<file path="config.mk">
export PLATFORM = sky130hd
export DESIGN_NAME = march_c_minus_ram_bist_unit
export DESIGN_NICKNAME = d
export VERILOG_FILES = /design/src/hw/rtl/mcmb_pkg.sv /design/src/hw/rtl/mcmb_regs.sv /design/src/hw/rtl/march_c_minus_ram_bist_unit.sv
export VERILOG_INCLUDE_DIRS = /design/src /design/src/hw/rtl
export SDC_FILE = /design/constraint.sdc
export NUM_CORES = 1
export LEC_CHECK = 0
export CORE_MARGIN = 2
export CORE_UTILIZATION = 58
export CTS_CLUSTER_DIAMETER = 40
export CTS_CLUSTER_SIZE = 25
export DETAILED_ROUTE_END_ITERATION = 10
export DONT_BUFFER_PORTS = 1
export PLACE_DENSITY = 0.79
export SLEW_MARGIN = 15
export SYNTH_ARGS = -nofsm -noshare
export SYNTH_HDL_FRONTEND = slang
export SYNTH_SLANG_ARGS = --single-unit
</file>
<file path="constraint.sdc">
create_clock -name clk -period 5.2 [get_ports clk]
set_clock_uncertainty 0.1 [all_clocks]
set_input_delay 1.04 -clock clk [delete_from_list [all_inputs] [get_ports clk]]
set_output_delay 1.04 -clock clk [all_outputs]
set_load 0.05 [all_outputs]
</file>
<file path="src/hw/rtl/march_c_minus_ram_bist_unit_macros.svh">
// assertion helpers for the march c- bist unit
`ifndef MARCH_C_MINUS_RAM_BIST_UNIT_MACROS_SVH
`define MARCH_C_MINUS_RAM_BIST_UNIT_MACROS_SVH

// same-cycle implication, checked on every rising edge outside reset
`define MCMB_ASSERT_NOW(label, ante, cons, msg) \
	label: assert property (@(posedge clk) disable iff (!arst_n) (ante) |-> (cons)) \
		else $error(msg);

// next-cycle implication
`define MCMB_ASSERT_NEXT(label, ante, cons, msg) \
	label: assert property (@(posedge clk) disable iff (!arst_n) (ante) |=> (cons)) \
		else $error(msg);

`endif

</file>
<file path="src/hw/rtl/mcmb_pkg.sv">
`default_nettype none
package mcmb_pkg;

	localparam int unsigned ADDR_W = 32;
	localparam int unsigned CNT_W  = 17;
	localparam int unsigned PADDR_W = 3;
	localparam int unsigned PDATA_W = 32;

	typedef enum logic [1:0] {
		CMD_NONE  = 2'd0,
		CMD_READ  = 2'd1,
		CMD_WRITE = 2'd2
	} cmd_t;

	typedef enum logic [1:0] {
		ST_RUN     = 2'd0,
		ST_PASS    = 2'd1,
		ST_FAIL    = 2'd2,
		ST_INVALID = 2'd3
	} status_t;

	// action codes of an input word
	localparam logic ACT_START = 1'b0;
	localparam logic ACT_STEP  = 1'b1;

	// register indexes (byte address bit 2)
	localparam logic REG_BASE  = 1'b0;
	localparam logic REG_COUNT = 1'b1;

	// march elements
	localparam logic [2:0] ELEM_UP_W0     = 3'd0;
	localparam logic [2:0] ELEM_UP_R0W1   = 3'd1;
	localparam logic [2:0] ELEM_UP_R1W0   = 3'd2;
	localparam logic [2:0] ELEM_DN_R0W1   = 3'd3;
	localparam logic [2:0] ELEM_DN_R1W0   = 3'd4;
	localparam logic [2:0] ELEM_DN_R0     = 3'd5;
	localparam logic [2:0] ELEM_DONE      = 3'd6;

	typedef struct packed {
		logic [ADDR_W-1:0] base;
		logic [CNT_W-1:0]  count;
	} cfg_t;

endpackage
`default_nettype wire

</file>
<file path="src/hw/rtl/mcmb_regs.sv">
`default_nettype none
module mcmb_regs
	import mcmb_pkg::*;
(
	input  wire logic               clk,
	input  wire logic               arst_n,
	input  wire logic               psel,
	input  wire logic               penable,
	input  wire logic               pwrite,
	input  wire logic [PADDR_W-1:0] paddr,
	input  wire logic [PDATA_W-1:0] pwdata,
	output logic      [PDATA_W-1:0] prdata,
	output logic                    pready,
	output cfg_t                    cfg
);

	cfg_t cfg_q;
	logic wr_en;
	logic reg_sel;

	assign pready  = 1'b1;
	assign reg_sel = paddr[2];
	assign wr_en   = psel && penable && pwrite;

	always_ff @(posedge clk or negedge arst_n) begin
		if (!arst_n) begin
			cfg_q <= '0;
		end else if (wr_en) begin
			case (reg_sel)
				REG_BASE:  cfg_q.base  <= pwdata[ADDR_W-1:0];
				REG_COUNT: cfg_q.count <= pwdata[CNT_W-1:0];
				default:   cfg_q <= cfg_q;
			endcase
		end
	end

	always_comb begin
		case (reg_sel)
			REG_BASE:  prdata = cfg_q.base;
			REG_COUNT: prdata = {{(PDATA_W-CNT_W){1'b0}}, cfg_q.count};
			default:   prdata = '0;
		endcase
	end

	assign cfg = cfg_q;

endmodule
`default_nettype wire

</file>
<file path="src/hw/rtl/march_c_minus_ram_bist_unit.sv">
// March C- memory test sequencer. After the base and count registers are set over the
// register port, a start word (action 0) checks the set-up and arms the test; each step
// word (action 1) carries the data returned for the previous read and yields the next
// memory command (none, read or write) with its byte address and write pattern, running
// up w0; up r0,w1; up r1,w0; down r0,w1; down r1,w0; down r0. A zero base, a zero count
// or a count above MAX_WORDS finishes at once with invalid status; the first read
// mismatch finishes with fail; a step after the last read check finishes with pass.
// Every input word yields exactly one result word. The unit takes one word per clock
// cycle: a word sits in the input register while the sequencer logic works out the
// command and the next state, and then lands in the result register; input is held
// off only while a result waits on out_stall.
// Registers are sampled at start; writes during a test take effect at the next start.
`default_nettype none
`include "march_c_minus_ram_bist_unit_macros.svh"
module march_c_minus_ram_bist_unit
	import mcmb_pkg::*;
#(
	parameter int unsigned MAX_WORDS = 65536,
	parameter int unsigned DATA_BITS = 32
) (
	input  wire logic               clk,
	input  wire logic               arst_n,
	// apb register port
	input  wire logic               psel,
	input  wire logic               penable,
	input  wire logic               pwrite,
	input  wire logic [PADDR_W-1:0] paddr,
	input  wire logic [PDATA_W-1:0] pwdata,
	output logic      [PDATA_W-1:0] prdata,
	output logic                    pready,
	// input word channel
	input  wire logic               in_valid,
	output logic                    in_stall,
	input  wire logic               action,
	input  wire logic [31:0]        read_data,
	// result word channel
	output logic                    out_valid,
	input  wire logic               out_stall,
	output logic      [1:0]         command,
	output logic      [ADDR_W-1:0]  mem_address,
	output logic      [31:0]        write_data,
	output logic      [1:0]         status,
	output logic                    finished
);

	// word index wide enough for MAX_WORDS - 1
	localparam int unsigned IDX_W = (MAX_WORDS > 1) ? $clog2(MAX_WORDS) : 1;
	// all-ones pattern over DATA_BITS, kept 64 wide
	localparam logic [63:0] ONES64 = {64{1'b1}} >> (64 - DATA_BITS);

	cfg_t cfg;

	mcmb_regs u_regs (
		.clk     (clk),
		.arst_n  (arst_n),
		.psel    (psel),
		.penable (penable),
		.pwrite  (pwrite),
		.paddr   (paddr),
		.pwdata  (pwdata),
		.prdata  (prdata),
		.pready  (pready),
		.cfg     (cfg)
	);

	// input register
	logic        valid_s1;
	logic        action_s1;
	logic [31:0] read_data_s1;

	// sequencer state
	logic [2:0]        elem_q;
	logic [IDX_W-1:0]  idx_q;
	logic              read_pending_q;
	logic              write_next_q;
	logic              running_q;
	status_t           test_status_q;
	logic [ADDR_W-1:0] act_base_q;
	logic [CNT_W-1:0]  act_count_q;

	// result register
	logic              out_valid_q;
	cmd_t              command_q;
	logic [ADDR_W-1:0] mem_address_q;
	logic [31:0]       write_data_q;
	status_t           status_q;
	logic              finished_q;

	logic adv;
	logic fire;
	logic in_take;

	// result register free, or emptied this cycle
	assign adv      = !out_valid_q || !out_stall;
	assign fire     = valid_s1 && adv;
	assign in_stall = valid_s1 && !adv;
	assign in_take  = in_valid && !in_stall;

	// input register loads whenever it is not holding a stalled word
	always_ff @(posedge clk or negedge arst_n) begin
		if (!arst_n) begin
			valid_s1 <= 1'b0;
		end else if (!in_stall) begin
			valid_s1 <= in_valid;
		end
	end

	always_ff @(posedge clk) begin
		if (in_take) begin
			action_s1    <= action;
			read_data_s1 <= read_data;
		end
	end

	// ---------------------------------------------------------------------
	// sequencer step logic
	// ---------------------------------------------------------------------
	logic [63:0]          rd64;
	logic [DATA_BITS-1:0] rd_cmp;
	logic [DATA_BITS-1:0] rd_expect;
	logic [63:0]          wr_pat64;
	logic                 mismatch;
	logic                 setup_bad;
	logic [IDX_W-1:0]     last_idx;
	logic [2:0]           elem_inc;
	logic [2:0]           adv_elem;
	logic [IDX_W-1:0]     adv_idx;
	logic [ADDR_W-1:0]    cur_addr;

	logic [2:0]        n_elem;
	logic [IDX_W-1:0]  n_idx;
	logic              n_read_pending;
	logic              n_write_next;
	logic              n_running;
	status_t           n_test_status;
	logic [ADDR_W-1:0] n_act_base;
	logic [CNT_W-1:0]  n_act_count;

	cmd_t              r_command;
	logic [ADDR_W-1:0] r_address;
	logic [31:0]       r_wdata;
	status_t           r_status;
	logic              r_finished;

	assign rd64   = {32'd0, read_data_s1};
	assign rd_cmp = rd64[DATA_BITS-1:0];

	// ones expected in the r1 elements, ones written in the w1 elements
	assign rd_expect = (elem_q == ELEM_UP_R1W0 || elem_q == ELEM_DN_R1W0) ?
		ONES64[DATA_BITS-1:0] : '0;
	assign wr_pat64 = (elem_q == ELEM_UP_R0W1 || elem_q == ELEM_DN_R0W1) ? ONES64 : 64'd0;
	assign mismatch = read_pending_q && (rd_cmp != rd_expect);

	assign setup_bad = (cfg.base == '0) || (cfg.count == '0) ||
		({15'd0, cfg.count} > 32'(MAX_WORDS));

	assign last_idx = IDX_W'(act_count_q - CNT_W'(1));
	assign elem_inc = elem_q + 3'd1;
	assign cur_addr = act_base_q + (ADDR_W'(idx_q) << 2);

	// next position along the march
	always_comb begin
		adv_elem = elem_q;
		adv_idx  = idx_q;
		if (elem_q <= ELEM_UP_R1W0) begin
			// ascending elements
			if (32'(idx_q) + 32'd1 >= 32'(act_count_q)) begin
				adv_elem = elem_inc;
				adv_idx  = (elem_inc == ELEM_DN_R0W1) ? last_idx : '0;
			end else begin
				adv_idx = idx_q + IDX_W'(1);
			end
		end else begin
			// descending elements
			if (idx_q == '0) begin
				adv_elem = elem_inc;
				adv_idx  = (elem_inc < ELEM_DONE) ? last_idx : '0;
			end else begin
				adv_idx = idx_q - IDX_W'(1);
			end
		end
	end

	always_comb begin
		n_elem         = elem_q;
		n_idx          = idx_q;
		n_read_pending = read_pending_q;
		n_write_next   = write_next_q;
		n_running      = running_q;
		n_test_status  = test_status_q;
		n_act_base     = act_base_q;
		n_act_count    = act_count_q;
		r_command      = CMD_NONE;
		r_address      = '0;
		r_wdata        = '0;
		r_status       = test_status_q;
		r_finished     = 1'b0;

		if (action_s1 == ACT_START) begin
			n_read_pending = 1'b0;
			n_write_next   = 1'b0;
			n_elem         = ELEM_UP_W0;
			n_idx          = '0;
			if (setup_bad) begin
				n_running     = 1'b0;
				n_test_status = ST_INVALID;
				r_status      = ST_INVALID;
				r_finished    = 1'b1;
			end else begin
				n_act_base    = cfg.base;
				n_act_count   = cfg.count;
				n_running     = 1'b1;
				n_test_status = ST_RUN;
				r_status      = ST_RUN;
			end
		end else if (running_q) begin
			n_read_pending = 1'b0;
			if (mismatch) begin
				n_running     = 1'b0;
				n_test_status = ST_FAIL;
				r_status      = ST_FAIL;
				r_finished    = 1'b1;
			end else if (elem_q >= ELEM_DONE) begin
				n_running     = 1'b0;
				n_test_status = ST_PASS;
				r_status      = ST_PASS;
				r_finished    = 1'b1;
			end else begin
				r_address = cur_addr;
				r_status  = ST_RUN;
				if (elem_q == ELEM_UP_W0) begin
					r_command = CMD_WRITE;
					r_wdata   = wr_pat64[31:0];
					n_elem    = adv_elem;
					n_idx     = adv_idx;
				end else if (elem_q == ELEM_DN_R0) begin
					r_command      = CMD_READ;
					n_read_pending = 1'b1;
					n_elem         = adv_elem;
					n_idx          = adv_idx;
				end else if (!write_next_q) begin
					r_command      = CMD_READ;
					n_read_pending = 1'b1;
					n_write_next   = 1'b1;
				end else begin
					r_command    = CMD_WRITE;
					r_wdata      = wr_pat64[31:0];
					n_write_next = 1'b0;
					n_elem       = adv_elem;
					n_idx        = adv_idx;
				end
			end
		end
	end

	always_ff @(posedge clk or negedge arst_n) begin
		if (!arst_n) begin
			elem_q         <= ELEM_UP_W0;
			idx_q          <= '0;
			read_pending_q <= 1'b0;
			write_next_q   <= 1'b0;
			running_q      <= 1'b0;
			test_status_q  <= ST_RUN;
			act_base_q     <= '0;
			act_count_q    <= '0;
		end else if (fire) begin
			elem_q         <= n_elem;
			idx_q          <= n_idx;
			read_pending_q <= n_read_pending;
			write_next_q   <= n_write_next;
			running_q      <= n_running;
			test_status_q  <= n_test_status;
			act_base_q     <= n_act_base;
			act_count_q    <= n_act_count;
		end
	end

	// result register, refilled whenever it empties
	always_ff @(posedge clk or negedge arst_n) begin
		if (!arst_n) begin
			out_valid_q <= 1'b0;
		end else if (adv) begin
			out_valid_q <= valid_s1;
		end
	end

	always_ff @(posedge clk) begin
		if (fire) begin
			command_q     <= r_command;
			mem_address_q <= r_address;
			write_data_q  <= r_wdata;
			status_q      <= r_status;
			finished_q    <= r_finished;
		end
	end

	assign out_valid   = out_valid_q;
	assign command     = command_q;
	assign mem_address = mem_address_q;
	assign write_data  = write_data_q;
	assign status      = status_q;
	assign finished    = finished_q;

	// ---------------------------------------------------------------------
	// checks
	// ---------------------------------------------------------------------
	`MCMB_ASSERT_NOW(a_fin_no_access, out_valid_q && finished_q, command_q == CMD_NONE,
		"finishing word carries a memory access")
	`MCMB_ASSERT_NOW(a_pending_needs_run, read_pending_q, running_q,
		"read check pending while idle")
	`MCMB_ASSERT_NOW(a_elem_range, 1'b1, elem_q <= ELEM_DONE,
		"march element past the end")
	`MCMB_ASSERT_NEXT(a_stall_holds_s1, in_stall, valid_s1,
		"input register dropped a word while held off")

endmodule
`default_nettype wire

</file>
Yosys cells after proc, flatten, opt, wreduce, memory -nomap -nowiden --
Cells that the tools add are included.
Word-level totals: flip-flop bits (word level) 226, logic and storage cells 140, output and inout port bits 104
Operators by class: equality and inequality tests 14, bitwise logic cells 4, order comparisons 5, reductions and logical operators 28, multiplexer cells 63, add/sub/neg operators 6
Operators by type and width (count):
- two-way mux 16 bit | 12
- two-way mux 32 bit | 5
- case mux 32 bit (2 select lines) | 1
- adder 32 x 18 -> 32 bit | 1
- logical NOT 32 bit | 1
- != test 32 bit | 1
- subtractor 16 x 1 -> 16 bit, second input constant | 2
- two-way mux 3 bit | 10
- two-way mux 1 bit | 24
- two-way mux 2 bit | 11
- adder 16 x 1 -> 17 bit, second input constant | 1
- >= comparator 17 bit | 1
- greater-than comparator 17 bit, second input constant | 1
- logical NOT 17 bit | 1
- adder 16 x 1 -> 16 bit, second input constant | 1
- logical NOT 16 bit | 1
- equality test 3 x 2 -> 1 bit, second input constant | 3
- != test 2 bit, second input constant | 4
- equality test 3 bit, second input constant | 2
- logical AND 1 bit | 6
- AND reduction 2 bit | 3
- AND reduction 3 bit | 2
- AND reduction 6 bit | 1
- logical OR 1 bit | 5
- other kinds (14) | 20

Logic depth before layout (Yosys ltp) --
Gate-level depths: netlist of the first run.
depth in word-level cells 12, depth in mapped cells 14, gate-level depth less buffers 13

Hierarchy --
From an unflattened synthesis of the first run, not the netlist that was laid out.
Second synthesis, totals: cells, all modules 943, area, all modules 10701.5 sq um
Modules (own cells, without submodules):
- march_c_minus_ram_bist_unit | seq. area each 4008.8 sq um, area an instance 8396.8 sq um, cells an instance 801, times used 1
- mcmb_regs | seq. area each 1226.2 sq um, area an instance 2304.7 sq um, cells an instance 142, times used 1

Worst setup path after synthesis of the first run --
No wires, ideal clock.
path kind in2reg, from in out_stall, to reg act_base_q[10], path buffers 1, arrival 6.094 ns, slack -1.119 ns, required time 4.975 ns, setup time 0.125 ns, stages 5, cell sequence a21boi_0 o21ai_0 nor4_2 clkbuf_1 mux2_2
Between the ends: word-level cells in the longest chain between the ends 4
RTL lines:
- from (decl) | RTL line march_c_minus_ram_bist_unit.sv:38 | input wire logic out_stall,
- logical NOT 1 bit | RTL line march_c_minus_ram_bist_unit.sv:94 | assign adv = !out_valid_q || !out_stall;
- logical OR 1 bit | RTL line march_c_minus_ram_bist_unit.sv:94
- logical AND 1 bit | RTL line march_c_minus_ram_bist_unit.sv:95 | assign fire = valid_s1 && adv;
- AND reduction 3 bit (no source line)
- to (signal assigned) | RTL line march_c_minus_ram_bist_unit.sv:273 | act_base_q <= n_act_base;
- to (decl) | RTL line march_c_minus_ram_bist_unit.sv:78 | logic [ADDR_W-1:0] act_base_q;
No other way between the ends. A chain may end at the register's enable or synchronous reset.

Worst setup path after layout of the first run --
from reg idx_q[0], to reg idx_q[1]
Between the ends: word-level cells in the longest chain between the ends 11, elaborated cells between the ends (all ways) 15, those cells by class 3 x add/sub; 1 x order compare; 10 x mux; 1 x reduce/logical
RTL lines:
- from (decl) | RTL line march_c_minus_ram_bist_unit.sv:73 | logic [IDX_W-1:0] idx_q;
- from (signal assigned) | RTL line march_c_minus_ram_bist_unit.sv:268 | idx_q <= n_idx;
- adder 16 x 1 -> 17 bit | RTL line march_c_minus_ram_bist_unit.sv:167 | if (32'(idx_q) + 32'd1 >= 32'(act_count_q)) begin
- >= comparator 17 bit | RTL line march_c_minus_ram_bist_unit.sv:167
- two-way mux 16 bit | RTL line march_c_minus_ram_bist_unit.sv:167
- two-way mux 16 bit (*) | RTL line march_c_minus_ram_bist_unit.sv:165 | if (elem_q <= ELEM_UP_R1W0) begin
- two-way mux 16 bit | RTL line march_c_minus_ram_bist_unit.sv:241 | end else if (!write_next_q) begin
- two-way mux 16 bit | RTL line march_c_minus_ram_bist_unit.sv:236 | end else if (elem_q == ELEM_DN_R0) begin
- two-way mux 16 bit (*) | RTL line march_c_minus_ram_bist_unit.sv:231 | if (elem_q == ELEM_UP_W0) begin
- two-way mux 16 bit (*) | RTL line march_c_minus_ram_bist_unit.sv:223 | end else if (elem_q >= ELEM_DONE) begin
- two-way mux 16 bit (*) | RTL line march_c_minus_ram_bist_unit.sv:218 | if (mismatch) begin
- two-way mux 16 bit (*) | RTL line march_c_minus_ram_bist_unit.sv:216 | end else if (running_q) begin
- two-way mux 16 bit (*) | RTL line march_c_minus_ram_bist_unit.sv:199 | if (action_s1 == ACT_START) begin
Every way passes the cells marked *; elsewhere a longest branch is shown, timed or not. The select of a mux whose other input is x is not followed.

==> flow_summary.json, run 1 <==
{
  "synth_edf_count": 71,
  "grt_pass1_vias": 7358,
  "power.leakage_nw": 4.59,
  "slew_viol_final": 0,
  "cp.depth": 13,
  "ys_ff_latch": 195,
  "grt_antenna_before_repair": 0,
  "cts_tree": "yes",
  "yosysSeqAreaShare_pct": 47.7,
  "r2r_cells": 13,
  "fin_ws_ns": 0.910,
  "wl_mm": 26.4,
  "place_area_mm2": 0.0109,
  "maxSlewHeadroom_pct": 34.2,
  "critical_path.top_delay_family": "compound AO/OA/AOI/OAI gates",
  "cts_resized": 0,
  "core.rowCount": 50,
  "synth.avg_cell_area_um2": 10.7,
  "synth_cells": 1028,
  "start_util_pct": 58.8,
  "drive_gt1_share_pct": 15.8,
  "die_x_um": 142,
  "post-route-min-period_ns": 4.29,
  "insertion_delay_ns": 0.44,
  "yosysWarnings": 0,
  "synth_cell_types": 69,
  "wl_per_cell_um": 21.6,
  "grt_max_degree": 125,
  "overflow": 0,
  "grt_usage_pct": 26.9,
  "hold_viol_final": 0,
  "syn2layout_area_growth_pct": 5.09,
  "peakVddDrop_mv": 0.308,
  "postCtsHoldBufs": 0,
  "hold_path.class": "primary input to async pin",
  "place_ws_ns": 1.05,
  "post_cts_buffers": 0,
  "synth_area_mm2": 0.0110,
  "clock_path_buffers": 2,
  "worst-path-buf-inv": 0,
  "drt_iter0_drc": 541,
  "crit_type": "register to register",
  "h-tree-depth": 4,
  "worst_setup_path_start_kind": "register",
  "drc_errors": 0,
  "design.die.area_mm2": 0.0200,
  "synthFlopType": "dfrtp_1",
  "critPathArrivalTime_ns": 4.52,
  "dpl.hpwl_mm": 19.3,
  "routed_via_density": 6.41,
  "required_ns": 5.43,
  "gp_congestion": 0.921,
  "p_per_area_mw_per_mm2": 590,
  "vias": 7836,
  "cts.sinks": 195,
  "cts-buffers-inserted": 17,
  "clk_pin_slew_ns": 0.08,
  "grt_first_pass_wirelength_mm": 41.6,
  "path_cells": "ha_1 -> nand2_1 -> nor2_1 -> nand2_1 -> xnor2_1 -> ha_1 -> nand4_1 -> nor2_1 -> o21ai_0 -> a31oi_1 -> nor2_1 -> o311a_1 -> o41ai_1",
  "syn_nets": 1146,
  "slowest_delay_ns": 0.57,
  "yosysMostFrequentCell": "dfrtp_1",
  "n_antenna_cell": 0,
  "clockRootBuffer": "clkbuf_16",
  "tightest_slew_ns": 0.985,
  "nets": 1094,
  "die_h_um": 142,
  "tns_ns": 0,
  "synthTopCellsByCount": "124 x dfrtp_1, 95 x mux2_2, 78 x nand2_1",
  "fp.coreArea_mm2": 0.0186,
  "first_pass_iters": 6,
  "synth.top_cell.area_share_pct": 28.3,
  "path_common_cell": "nor2_1",
  "yosys-top-cells-area": "dfrtp_1 28%, edfxtp_1 19%, mux2_2 9.8%",
  "crit_slowest_cell": "a31oi_1",
  "final_area_mm2": 0.0115,
  "end_kind": "register",
  "num_io_pins": 179,
  "status": "finished clean",
  "grt_setup_unrepaired": "no",
  "antenna_left": 0,
  "setup_violations": 0,
  "fmax_ghz": 0.233,
  "cp_max_fo": 9,
  "drv_cap": 0,
  "postLayoutCoreUtil_pct": 61.8,
  "timing.final.crit_share_pct": 82.5,
  "async_flop_share_pct": 63.6,
  "synth_top_area_cell": "dfrtp_1",
  "portBuffers": 0
}
==> state kept, by name, summed over array words and instances (netlist names) <==
name,count
act_count_q,17
action_s1,1
mem_address,32
valid_s1,1
rd_cmp,32
status,2
read_pending_q,1
idx_q,16
write_data,1
running_q,1
elem_q,3
test_status_q,2
out_valid,1
write_next_q,1
finished,1
command,2
act_base_q,32
u_regs.cfg,49
==> where the power goes <==
part / switching [mW] / internal, mW
Combinational: 1.73 / 1.13
Clock: 0.625 / 0.688
Sequential: 0.620 / 2.00
==> layer usage <==
layer	vias to the layer above	routed length [um]	track usage, %	share of wire [%]
met5	-	0	0	0
met4	0	420	7.84	1.6
met3	35	2430	6.58	9.2
met2	371	12100	41.7	46
li1	3664	-	-	-
met1	3766	11400	37.8	43
==> path summary, 6_finish.rpt <==
kind	from	endpoint	slack, ns
worst max-delay path	idx_q[0]$_DFFE_PN0P_	idx_q[1]$_DFFE_PN0P_	0.91
worst min-delay path	arst_n	u_regs.cfg[5]$_DFFE_PN0P_	0.19
worst max register to register	idx_q[0]$_DFFE_PN0P_	idx_q[1]$_DFFE_PN0P_	0.91
worst min register to register	valid_s1$_DFFE_PN0N_	out_valid$_DFFE_PN0N_	0.39
max in group asynchronous	arst_n	running_q$_DFFE_PN0P_	4.62
min in group clk	valid_s1$_DFFE_PN0N_	out_valid$_DFFE_PN0N_	0.39
==> through the flow <==
stage	hold WS, ns	std cells	total power, mW
after global routing	0.179	1223	7.25
after floorplan	0.344	1028	4.80
after CTS	0.176	1223	6.78
after global placement	0.369	1191	5.35
after detailed placement	0.393	1191	5.44
final	0.187	1223	6.80
==> kinds of logic (layout without fill, tap and decap cells) <==
logic type	count (synthesis)	count (layout)	share of synthesized area, %
fa+ha+maj	43	43	4.97
simple gates	319	319	15.3
mux	102	102	10.4
xor+xnor	46	46	3.67
compound gates	202	202	12.4
flops	195	195	47.7
other cells	1	1	0.0342
buf+inv	120	81	5.49
==> cells in the final DEF (no fill, tap or decap), drive strengths merged, types with 20 or more instances in the layout <==
cell type	instances
nor2	42
nor4	30
a21oi	43
inv	46
dfrtp	124
o21ai	49
nor3	28
nand2	79
nand4	20
nand3	39
mux2	95
edfxtp	71
ha	42
xnor2	34
==> layout make-up <==
type / count / area [um2]
fillers: 1491 / 7110
inverters: 38 / 143
repair buffers: 11 / 108
flip-flops and latches: 195 / 5240
multi-input cells: 713 / 5160
clock buffers: 18 / 429
well taps: 234 / 293
clock inverters: 14 / 161
(Power assumes the default switching activity.)
==> run 2: changes to the inputs <==
--- a/config.mk
+++ b/config.mk
@@ -6,8 +6,9 @@
 export SDC_FILE = /design/constraint.sdc
 export NUM_CORES = 1
 export LEC_CHECK = 0
+export ABC_AREA = 1
 export CORE_MARGIN = 2
-export CORE_UTILIZATION = 58
+export CORE_UTILIZATION = 60
 export CTS_CLUSTER_DIAMETER = 40
 export CTS_CLUSTER_SIZE = 25
 export DETAILED_ROUTE_END_ITERATION = 10
==> constraint.sdc (replaced) <==
create_clock -name clk -period 4.1 [get_ports clk]
set_clock_uncertainty 0.1 [all_clocks]
set_input_delay 0.82 -clock clk [delete_from_list [all_inputs] [get_ports clk]]
set_output_delay 0.82 -clock clk [all_outputs]
set_load 0.05 [all_outputs]
==> run 2 against run 1 <==
Against the previous run: synthesized area is 7.6% higher; die area is 3.9% higher; largest cell class is now multi-input gates; clock power is 39% higher; worst hold slack better by 0.035 ns; sequential cell count stayed put; register-to-register slack worse by 0.36 ns; critical path type unchanged; wire length is 15% higher.
==> flow_summary.json, run 2 <==
{
  "largest_reg_flops": 49,
  "synthAdderAreaFrac_pct": 4.62,
  "start_util_pct": 60.9,
  "synthTopCellsByCount": "432 x nand2_1, 219 x nor2_1, 195 x inv_1",
  "syn_nets": 1705,
  "synth_area_mm2": 0.0118,
  "syn2layout_area_growth_pct": 6.11,
  "insertion_delay_ns": 0.46,
  "end_kind": "register",
  "peakVddDrop_mv": 0.384,
  "place_ws_ns": 0.670,
  "mostFrequentLayoutCell": "nand2_1",
  "grt_antenna_before_repair": 0,
  "tightest_slew_ns": 1.06,
  "synth.avg_cell_area_um2": 7.44,
  "clockRootBuffer": "clkbuf_16",
  "maxSlewHeadroom_pct": 29.0,
  "yosysWarnings": 0,
  "synthFlopType": "dfrtp_1",
  "grt_setup_unrepaired": "no",
  "dpl.hpwl_mm": 22.2,
  "p_per_area_mw_per_mm2": 777,
  "grt_first_pass_wirelength_mm": 47.4,
  "first_pass_iters": 7,
  "r2r_cells": 21,
  "path_cells": "nand2_1 -> nor2_1 -> nand2_1 -> nor3_1 -> nand2_1 -> nor4_1 -> ha_1 -> nand2_1 -> nor2_1 -> inv_1 -> nor2_1 -> nand2_1 -> nand2_1 -> nor2_1 -> buf_4 -> nand3_1 -> nand3_1 -> nand2_1 -> inv_1 -> nand2_1 -> nand2_1",
  "grt_pass1_vias": 9385,
  "hold_slack_ns": 0.222,
  "cp.depth": 21,
  "clk_pin_slew_ns": 0.08,
  "yosysSeqAreaShare_pct": 44.3,
  "die_x_um": 144,
  "wl_per_cell_um": 16.6,
  "design.die.area_mm2": 0.0208,
  "post-route-min-period_ns": 3.55,
  "drc_errors": 0,
  "die_h_um": 144,
  "worst-path-buf-inv": 3,
  "synth_edf_count": 71,
  "yosysMostFrequentCell": "nand2_1",
  "drv_cap": 0,
  "portBuffers": 0,
  "timing.final.crit_share_pct": 86.7,
  "drt_iter0_drc": 1056,
  "tns_ns": 0,
  "grt_max_degree": 125,
  "routed_via_density": 5.64,
  "synth_top_area_cell": "dfrtp_1",
  "power.leakage_nw": 6.04,
  "cts_tree": "yes",
  "placedCellCount": 1789,
  "crit_slowest_cell": "dfrtp_1",
  "synth_simple_gate_area_share_pct": 28.6,
  "critPathArrivalTime_ns": 3.79,
  "fmax_ghz": 0.281,
  "yosys-top-cells-area": "dfrtp_1 26%, edfxtp_1 18%, nand2_1 14%",
  "synth_cell_types": 42,
  "layout.cells.non_filler": 1822,
  "hold_path.class": "primary input to async pin",
  "wl_mm": 30.3,
  "async_flop_share_pct": 63.6,
  "nets": 1662,
  "crit_type": "register to register",
  "required_ns": 4.34,
  "vias": 10300,
  "status": "finished clean",
  "ys_ff_latch": 195,
  "critical_path.top_delay_family": "simple AND/OR/NAND/NOR gates",
  "postCtsHoldBufs": 1,
  "core.rowCount": 51,
  "cts_resized": 0,
  "slowest_delay_ns": 0.58,
  "antenna_left": 0,
  "grt_usage_pct": 29.4,
  "drive_gt1_share_pct": 4.75,
  "synth_top_family_by_area": "simple AND/OR/NAND/NOR gates",
  "synthMuxAreaShare_pct": 0,
  "fp.coreArea_mm2": 0.0194,
  "overflow": 0,
  "synth_cells": 1587,
  "synth.top_cell.area_share_pct": 26.3,
  "setup_violations": 0,
  "clock_path_buffers": 2,
  "cts.sinks": 195,
  "num_io_pins": 179,
  "cp_max_fo": 16,
  "synthXorXnorAreaFrac_pct": 2.67,
  "hold_viol_final": 0,
  "post_cts_buffers": 0,
  "synth_compound_area_share_pct": 9.36,
  "fin_ws_ns": 0.545,
  "gp_congestion": 0.989,
  "n_antenna_cell": 0,
  "path_common_cell": "nand2_1",
  "final_cell_mix": "431 x nand2_1, 218 x nor2_1, 195 x inv_1",
  "cts-buffers-inserted": 17,
  "slew_viol_final": 0,
  "worst_setup_path_start_kind": "register",
  "h-tree-depth": 4
}
run 2: stage by stage:
step                power [mW]  instance area (um2)  utilization (%)
CTS                       9.64                12500             64.6
detailed placement        7.75                11900             61.1
global placement          7.67                11900             61.1
finish                    9.74                12500             64.6
floorplan                 6.66                11800                -
global route              10.4                12500             64.6
run 2: path summary, 6_finish.rpt:
path / end / startpoint / slack [ns]
min reg2reg: act_base_q[18]$_DFFE_PN0P_ / u_regs.cfg[35]$_DFFE_PN0P_ / 0.39
max reg2reg: idx_q[1]$_DFFE_PN0P_ / idx_q[2]$_DFFE_PN0P_ / 0.55
min in group clk: rd_cmp[2]$_DFFE_PP_ / read_data[2] / 0.35
max in group asynchronous: act_base_q[7]$_DFFE_PN0P_ / arst_n / 3.20
max: idx_q[1]$_DFFE_PN0P_ / idx_q[2]$_DFFE_PN0P_ / 0.55
min: act_base_q[21]$_DFFE_PN0P_ / arst_n / 0.22
run 2: power by group:
part | internal [mW] | switching, mW | leakage, nW
clock network | 0.870 | 0.955 | 0.311
registers | 2.54 | 0.771 | 2.24
logic | 1.39 | 3.22 | 3.48
total | 4.79 | 4.94 | 6.04
run 2: layout make-up:
cell class / instances / area [um2]
clock inverter: 15 / 221
sequential: 195 / 5240
fill: 1729 / 6870
inverter: 200 / 751
timing repair buffer: 19 / 213
tap: 265 / 332
clock buffer: 17 / 425
multi-input combinational: 1111 / 5350
run 2: cells by family after synthesis:
logic type               after synthesis
XOR/XNOR                              36
AND/OR/NAND/NOR                      815
AO/OA/AOI/OAI                        216
buffers and inverters                281
adder cells (fa/ha/maj)               43
flip-flops                           195
other                                  1
run 2: worst reg2reg max path, cell delays in order (launching register included):
cell and delay (ns):
dfrtp_1 0.58, nand2_1 0.10, nor2_1 0.19, nand2_1 0.17, nor3_1 0.19, nand2_1 0.08, nor4_1 0.39, ha_1 0.32
nand2_1 0.10, nor2_1 0.20, inv_1 0.09, nor2_1 0.14, nand2_1 0.08, nand2_1 0.05, nor2_1 0.04, buf_4 0.19
nand3_1 0.08, nand3_1 0.07, nand2_1 0.10, inv_1 0.07, nand2_1 0.06, nand2_1 0.05
run 2: routing by layer:
metal / wire length [um] / track usage [%]
met1: 13100 / 40.7
met2: 13700 / 46.3
met3: 2640 / 6.03
met5: 0 / 0
met4: 837 / 10.0
